==> src/sv/cre_pkg.sv <==
// Shared types, character constants and class helper for the range expander.
package cre_pkg;

  localparam logic [7:0] DASH_CHAR = 8'h2D;
  localparam logic [7:0] DIGIT_LO  = 8'h30;
  localparam logic [7:0] DIGIT_HI  = 8'h39;
  localparam logic [7:0] LOWER_LO  = 8'h61;
  localparam logic [7:0] LOWER_HI  = 8'h7A;
  localparam logic [7:0] UPPER_LO  = 8'h41;
  localparam logic [7:0] UPPER_HI  = 8'h5A;

  localparam logic [1:0] CLS_NONE  = 2'd0;
  localparam logic [1:0] CLS_DIGIT = 2'd1;
  localparam logic [1:0] CLS_LOWER = 2'd2;
  localparam logic [1:0] CLS_UPPER = 2'd3;

  typedef struct packed {
    logic load;   // take the request on the input side
    logic step;   // move one character into the output register
  } cre_cmd_t;

  typedef struct packed {
    logic plan_empty;  // the request being offered emits nothing
    logic has_work;    // characters remain in the emitter
    logic last_step;   // the next character is the final one of its request
  } cre_status_t;

  function automatic logic [1:0] char_class(input logic [7:0] c);
    logic [1:0] r;
    r = CLS_NONE;
    if (c >= DIGIT_LO && c <= DIGIT_HI) r = CLS_DIGIT;
    else if (c >= LOWER_LO && c <= LOWER_HI) r = CLS_LOWER;
    else if (c >= UPPER_LO && c <= UPPER_HI) r = CLS_UPPER;
    return r;
  endfunction

endpackage

==> src/sv/character_range_expander_core.sv <==
// Top level of the character range expander.
//
// channel | dir | tdata          | tlast
// s_*     | in  | [7:0] in_char  | in_final
// m_*     | out | [7:0] out_char | out_last
//
// A request is taken while the block is idle; its characters then leave at
// one per cycle while the output is not stalled, through the output register,
// 0 to 26 per request (a full z range with a flush), from the single-character
// emitter. Reset is synchronous and empties the look-ahead. A stalled output
// holds the emitter; no request is taken until all are in the output register.
module character_range_expander_core (
  input  logic       clk,
  input  logic       rst,
  input  logic       s_tvalid,
  output logic       s_tready,
  input  logic [7:0] s_tdata,   // [7:0] in_char
  input  logic       s_tlast,   // in_final
  output logic       m_tvalid,
  input  logic       m_tready,
  output logic [7:0] m_tdata,   // [7:0] out_char
  output logic       m_tlast    // out_last
);
  import cre_pkg::*;

  cre_cmd_t    cmd;
  cre_status_t status;

  cre_controller u_ctrl (
    .clk      (clk),
    .rst      (rst),
    .s_tvalid (s_tvalid),
    .s_tready (s_tready),
    .m_tvalid (m_tvalid),
    .m_tready (m_tready),
    .cmd      (cmd),
    .status   (status)
  );

  cre_datapath u_dp (
    .clk      (clk),
    .rst      (rst),
    .cmd      (cmd),
    .status   (status),
    .in_char  (s_tdata),
    .in_final (s_tlast),
    .out_char (m_tdata),
    .out_last (m_tlast)
  );

endmodule

==> src/sv/cre_datapath.sv <==
// Look-ahead state, emission plan and output data register.
module cre_datapath (
  input  logic                clk,
  input  logic                rst,
  input  cre_pkg::cre_cmd_t   cmd,
  output cre_pkg::cre_status_t status,
  input  logic [7:0]          in_char,
  input  logic                in_final,
  output logic [7:0]          out_char,
  output logic                out_last
);
  import cre_pkg::*;

  logic [7:0] held_char;
  logic       held_valid;
  logic       dash_pending;

  // emitter: a run cur..stop, then up to two single characters
  logic       run_active;
  logic [7:0] cur;
  logic [7:0] stop;
  logic [7:0] q1;
  logic [7:0] q2;
  logic [1:0] nq;

  // plan for the offered request
  logic       p_run;
  logic [7:0] p_start;
  logic [7:0] p_stop;
  logic [7:0] p_q1;
  logic [7:0] p_q2;
  logic [1:0] p_nq;
  logic [7:0] nh;
  logic       nv;
  logic       nd;
  logic       is_range;

  assign is_range = (in_char > held_char) &&
                    (char_class(in_char) == char_class(held_char));

  always_comb begin
    p_run   = 1'b0;
    p_start = held_char;
    p_stop  = held_char;
    p_q1    = DASH_CHAR;
    p_q2    = in_char;
    p_nq    = 2'd0;
    nh      = in_char;
    nv      = 1'b1;
    nd      = 1'b0;
    priority if (!held_valid) begin
      nh = in_char;
    end else if (dash_pending) begin
      p_run = 1'b1;
      if (is_range) begin
        p_stop = in_char - 8'd1;
      end else begin
        p_q1 = DASH_CHAR;
        p_nq = 2'd1;
      end
    end else if (in_char == DASH_CHAR && char_class(held_char) != CLS_NONE) begin
      nh = held_char;
      nd = 1'b1;
    end else begin
      p_run = 1'b1;
    end
    // flush appends what would stay held
    if (in_final) begin
      if (p_nq == 2'd1) begin
        p_q2 = nh;
        p_nq = 2'd2;
      end else begin
        p_q1 = nh;
        p_q2 = DASH_CHAR;
        p_nq = nd ? 2'd2 : 2'd1;
      end
      nh = 8'd0;
      nv = 1'b0;
      nd = 1'b0;
    end
  end

  assign status.plan_empty = !p_run && (p_nq == 2'd0);
  assign status.has_work   = run_active || (nq != 2'd0);
  assign status.last_step  = run_active ? ((cur == stop) && (nq == 2'd0)) : (nq == 2'd1);

  always_ff @(posedge clk) begin
    if (rst) begin
      held_char    <= 8'd0;
      held_valid   <= 1'b0;
      dash_pending <= 1'b0;
      run_active   <= 1'b0;
      nq           <= 2'd0;
    end else if (cmd.load) begin
      held_char    <= nh;
      held_valid   <= nv;
      dash_pending <= nd;
      run_active   <= p_run;
      nq           <= p_nq;
    end else if (cmd.step) begin
      if (run_active) begin
        if (cur == stop) run_active <= 1'b0;
      end else begin
        nq <= nq - 2'd1;
      end
    end
  end

  always_ff @(posedge clk) begin
    if (cmd.load) begin
      cur  <= p_start;
      stop <= p_stop;
      q1   <= p_q1;
      q2   <= p_q2;
    end else if (cmd.step) begin
      if (run_active) begin
        cur <= cur + 8'd1;
      end else begin
        q1 <= q2;
      end
      out_char <= run_active ? cur : q1;
      out_last <= status.last_step;
    end
  end

endmodule

==> src/sv/cre_controller.sv <==
// Request sequencing and output valid control.
module cre_controller (
  input  logic                 clk,
  input  logic                 rst,
  input  logic                 s_tvalid,
  output logic                 s_tready,
  output logic                 m_tvalid,
  input  logic                 m_tready,
  output cre_pkg::cre_cmd_t    cmd,
  input  cre_pkg::cre_status_t status
);
  import cre_pkg::*;

  localparam logic ST_IDLE = 1'b0;
  localparam logic ST_EMIT = 1'b1;

  logic state;
  logic state_next;
  logic m_tvalid_next;

  assign s_tready = (state == ST_IDLE);
  assign cmd.load = s_tvalid && (state == ST_IDLE);
  assign cmd.step = (state == ST_EMIT) && (!m_tvalid || m_tready);

  always_comb begin
    state_next = state;
    unique case (state)
      ST_IDLE: if (cmd.load && !status.plan_empty) state_next = ST_EMIT;
      ST_EMIT: if (cmd.step && status.last_step) state_next = ST_IDLE;
      default: state_next = ST_IDLE;
    endcase
  end

  always_comb begin
    if (cmd.step) m_tvalid_next = 1'b1;
    else if (m_tready) m_tvalid_next = 1'b0;
    else m_tvalid_next = m_tvalid;
  end

  always_ff @(posedge clk) begin
    if (rst) begin
      state    <= ST_IDLE;
      m_tvalid <= 1'b0;
    end else begin
      state    <= state_next;
      m_tvalid <= m_tvalid_next;
    end
  end

  a_emit_has_work: assert property (@(posedge clk) disable iff (rst)
    (state == ST_EMIT) |-> status.has_work) else $error("emit state with empty emitter");

  a_load_to_emit: assert property (@(posedge clk) disable iff (rst)
    (cmd.load && !status.plan_empty) |=> (state == ST_EMIT))
    else $error("nonempty request did not start emission");

  a_last_drains: assert property (@(posedge clk) disable iff (rst)
    (cmd.step && status.last_step) |=> !status.has_work)
    else $error("work left after last character");

endmodule

==> config.mk <==
export PLATFORM = sky130hd
export DESIGN_NAME = character_range_expander_core
export DESIGN_NICKNAME = d
export VERILOG_FILES = /design/src/sv/cre_pkg.sv /design/src/sv/character_range_expander_core.sv /design/src/sv/cre_datapath.sv /design/src/sv/cre_controller.sv
export SDC_FILE = /design/constraint.sdc
export NUM_CORES = 1
export LEC_CHECK = 0
export BUFFER_PORTS_ARGS = -buffer_cell sky130_fd_sc_hd__buf_2
export CAP_MARGIN = 25
export CORE_ASPECT_RATIO = 0.75
export CORE_MARGIN = 2
export CORE_UTILIZATION = 30
export DETAILED_ROUTE_END_ITERATION = 8
export PLACE_DENSITY = 0.59
export SLEW_MARGIN = 0
export SYNTH_ARGS = -nofsm -noshare
export SYNTH_HDL_FRONTEND = slang
export SYNTH_SLANG_ARGS = --single-unit
==> constraint.sdc <==
create_clock -name clk -period 2.65 [get_ports clk]
set_clock_uncertainty 0.1 [all_clocks]
set_input_delay 0.265 -clock clk [delete_from_list [all_inputs] [get_ports clk]]
set_output_delay 0.265 -clock clk [all_outputs]
set_load 0.02 [all_outputs]
==> results by group <==
Critical path
  – Worst path max stage delay: 0.49 ns
  – Top delay family on crit path: simple AND/OR/NAND/NOR gates
  – Reg2reg start: u_dp.held_char[7]
  – WP data required: 2.67 ns
  – Critical path peak fanout: 7
  – Arr. time, crit path: between 2 and 3 ns
  – CP max stage cell: or4b_4
  – Buf/Inv on CP: 1
  – Crit-path cells: nand4b_1 > or4b_4 > a21bo_4 > o21a_1 > o22a_1 > nor3_4 > buf_6 > mux2i_2
  – CP Capture Type: register
  – Crit start category: register
  – CP startpoint: u_dp.held_char[7]
  – Worst Setup Path Type: reg2reg

STA
  – Min Tclk post-route: between 2 and 3 ns
  – Pins Over Slew Limit: 0
  – RSZ-0062 raised after global routing: false
  – Worst slew pin tran: 0.588 ns
  – Final setup TNS: 0 ns
  – Final period utilization: 0.970
  – Hold Vio Cnt, Final: 0
  – Max-slew headroom: 0.607
  – Setup violations, final: 0
  – FMAX: slightly below 400 MHz

Clock tree
  – TritonCTS Buffers: 5
  – # clock sinks: 56
  – Worst skew pair latency: 0.30 ns
  – CTS tree: yes
  – CTS HTree Levels: 2
  – Post-CTS Hold Buffers: 0
  – CTS Buffer Depth: 2
  – Clk root buf: clkbuf_16
  – Reg clk slew, reported paths: 0.07 ns

GRT
  – Antenna violations before repair: 0
  – GRT Util Overall: 0.160
  – Largest net degree at the start of global routing: 20
  – Vias in the first global route: 2532
  – First-pass GRT wire length: 14.0 mm
  – Grt ovf: 0

Logic synthesis
  – Commonest cells in the netlist: 41 x edfxtp_1, 27 x nand2_1, 20 x nor2_1, 19 x a21oi_1, 18 x inv_1
  – Distinct cells, synth: 54
  – Ys Warns: 0
  – Sequential area share after synthesis: 0.474
  – Top-count cell post-synth: edfxtp_1
  – Ys async rst share: 0
  – Leading area contributor after synthesis: edfxtp_1
  – Top cell type's share of synthesized area: 0.381
  – Yosys reg bits: 56
  – Cell count after synthesis: 314
  – Top_reg_cell synth: edfxtp_1
  – Syn Std Cell Area: 3230 sq um
  – Ranking of synthesized cells by area: edfxtp_1 38%, dfxtp_1 9.3%, ha_1 5.4%, xor2_1 3.5%, nand2_1 3.1%
  – EDFF count, synth: 41
  – Syn_nets: roughly 340
  – Syn avg cell area: 10.3 sq um

Routing
  – Pre-antenna DRT Iters: 5
  – Routed vias/inst: approximately 5.3
  – 1st-iter DRT viols: 193
  – Max Used Layer: met4
  – Wirelength per Cell: 17.6 um
  – Routed Antenna Nets: 0
  – Met3 WL post-DR: 613 um
  – WL final: 8.81 mm
  – Met2 Wirelength: roughly 3.7 mm
  – Via count: 2637
  – Residual DRC: 0
  – Met1 WL: 4.43 mm

Layout
  – Final Instance Area: 3970 sq um
  – Finished Core Util: 0.383
  – Ant diodes: 0
  – Nets: 390
  – Proportion of layout cells with a drive suffix above 1: 0.272
  – Layout area overhead: 22.7%

Place
  – RePlAce Congestion: just under 0.9
  – Placed Area: about 3800 sq um
  – DP Wirelength: roughly 6.5 mm
  – PortBufs: 23

Floorplan
  – Die width: 124 um
  – Num rows: 32
  – CORE AREA: 10400 sq um
  – Die area: ~12000 sq um
  – Starting density of the core: 0.312
  – Ports: 24
  – DIE HEIGHT: 93.9 um

Worst hold path
  – Hold_sp: m_tready
  – Hold Crit Class: in2reg

Power
  – Total chip power: about 2.2 mW
  – P_leak: 1.48 nW
  – Max rail drop VDD: 301 uV
  – PwrDens: 565 nW/um^2

Run
  – Max-cap violations: 0

Outcome
  – Status: finished clean
## placed cells by master, fill, tap and decap left out, types with 4 or more instances in the layout
cell type,count
xnor2_1,9
clkbuf_16,5
mux2_2,8
ha_1,13
mux2i_1,6
a21oi_1,18
nand4_1,4
nand2_1,26
dfxtp_2,4
dfxtp_1,11
edfxtp_1,41
buf_2,23
xor2_1,13
nor2_1,20
buf_4,35
a22oi_1,5
inv_1,16
a211oi_1,4
o21ai_0,14
nand3_1,12
a21boi_0,5
## what timing repair did
action | in CTS | in global routing
pin swaps | 0 | 3
endpoints found under the setup margin | 9 | 23
buffers inserted | 0 | 1
resized for setup | 5 | 14
## area by class of cell
cell class / instances / area [sq um]
Multi-Input combinational cell: 223 / 1640
Inverter: 18 / 91.3
Clock buffer: 6 / 129
Sequential cell: 56 / 1540
Timing Repair Buffer: 59 / 389
Clock inverter: 2 / 12.5
Tap cell: 136 / 170
Fill cell: 1024 / 6400
## where the power goes
| group | internal [mW] | leakage, nW | total (mW) | switching (mW) |
|---|---|---|---|---|
| Combinational | 0.193 | 0.890 | 0.467 | 0.274 |
| Sequential | 1.05 | 0.519 | 1.12 | 0.0662 |
| Clock | 0.350 | 0.0669 | 0.656 | 0.307 |
## registers in the layout, indices dropped and copies added, names as in the netlist, 2 cells and up
register / cells
u_dp.q2: 8
u_dp.q1: 8
u_dp.stop: 8
u_dp.out_char: 8
u_dp.cur: 8
u_dp.held_char: 8
u_dp.nq: 2
## stage by stage
stage                     std cells  hold slack [ns]  setup slack [ns]
after global routing            500            0.171           0.00100
final                           500            0.156            0.0783
after global placement          491            0.394            -0.110
after floorplan                 314            0.313           -0.0219
after CTS                       499            0.156            0.0122
after detailed placement        491            0.398            -0.166
## routing by layer
metal | up-vias | track usage
li1 | 1267 | -
met1 | 1276 | 0.239
met2 | 86 | 0.230
met3 | 8 | 0.0431
met4 | 0 | 0.0337
met5 | - | 0
## logic make-up after synthesis
| group | count (synthesis) | synth area share |
|---|---|---|
| multiplexers | 17 | 0.0561 |
| flip-flops | 56 | 0.474 |
| AO/OA/AOI/OAI | 84 | 0.180 |
| XOR/XNOR | 22 | 0.0596 |
| adder cells (fa/ha/maj) | 14 | 0.0542 |
| AND/OR/NAND/NOR | 86 | 0.133 |
| buffers and inverters | 35 | 0.0433 |
## worst min-delay path: stages
cell and delay [ns]:
buf_2 0.07, nand2b_1 0.11, a21oi_1 0.06
## worst paths after layout
kind	depth (start not counted)	slack [ns]	to
worst max register to register	8	0.08	u_dp.stop[7]
worst max-delay path	8	0.08	u_dp.stop[7]
worst min register to register	2	0.41	u_ctrl.m_tvalid
worst min-delay path	3	0.16	u_ctrl.m_tvalid
(Power assumes the default switching activity.)
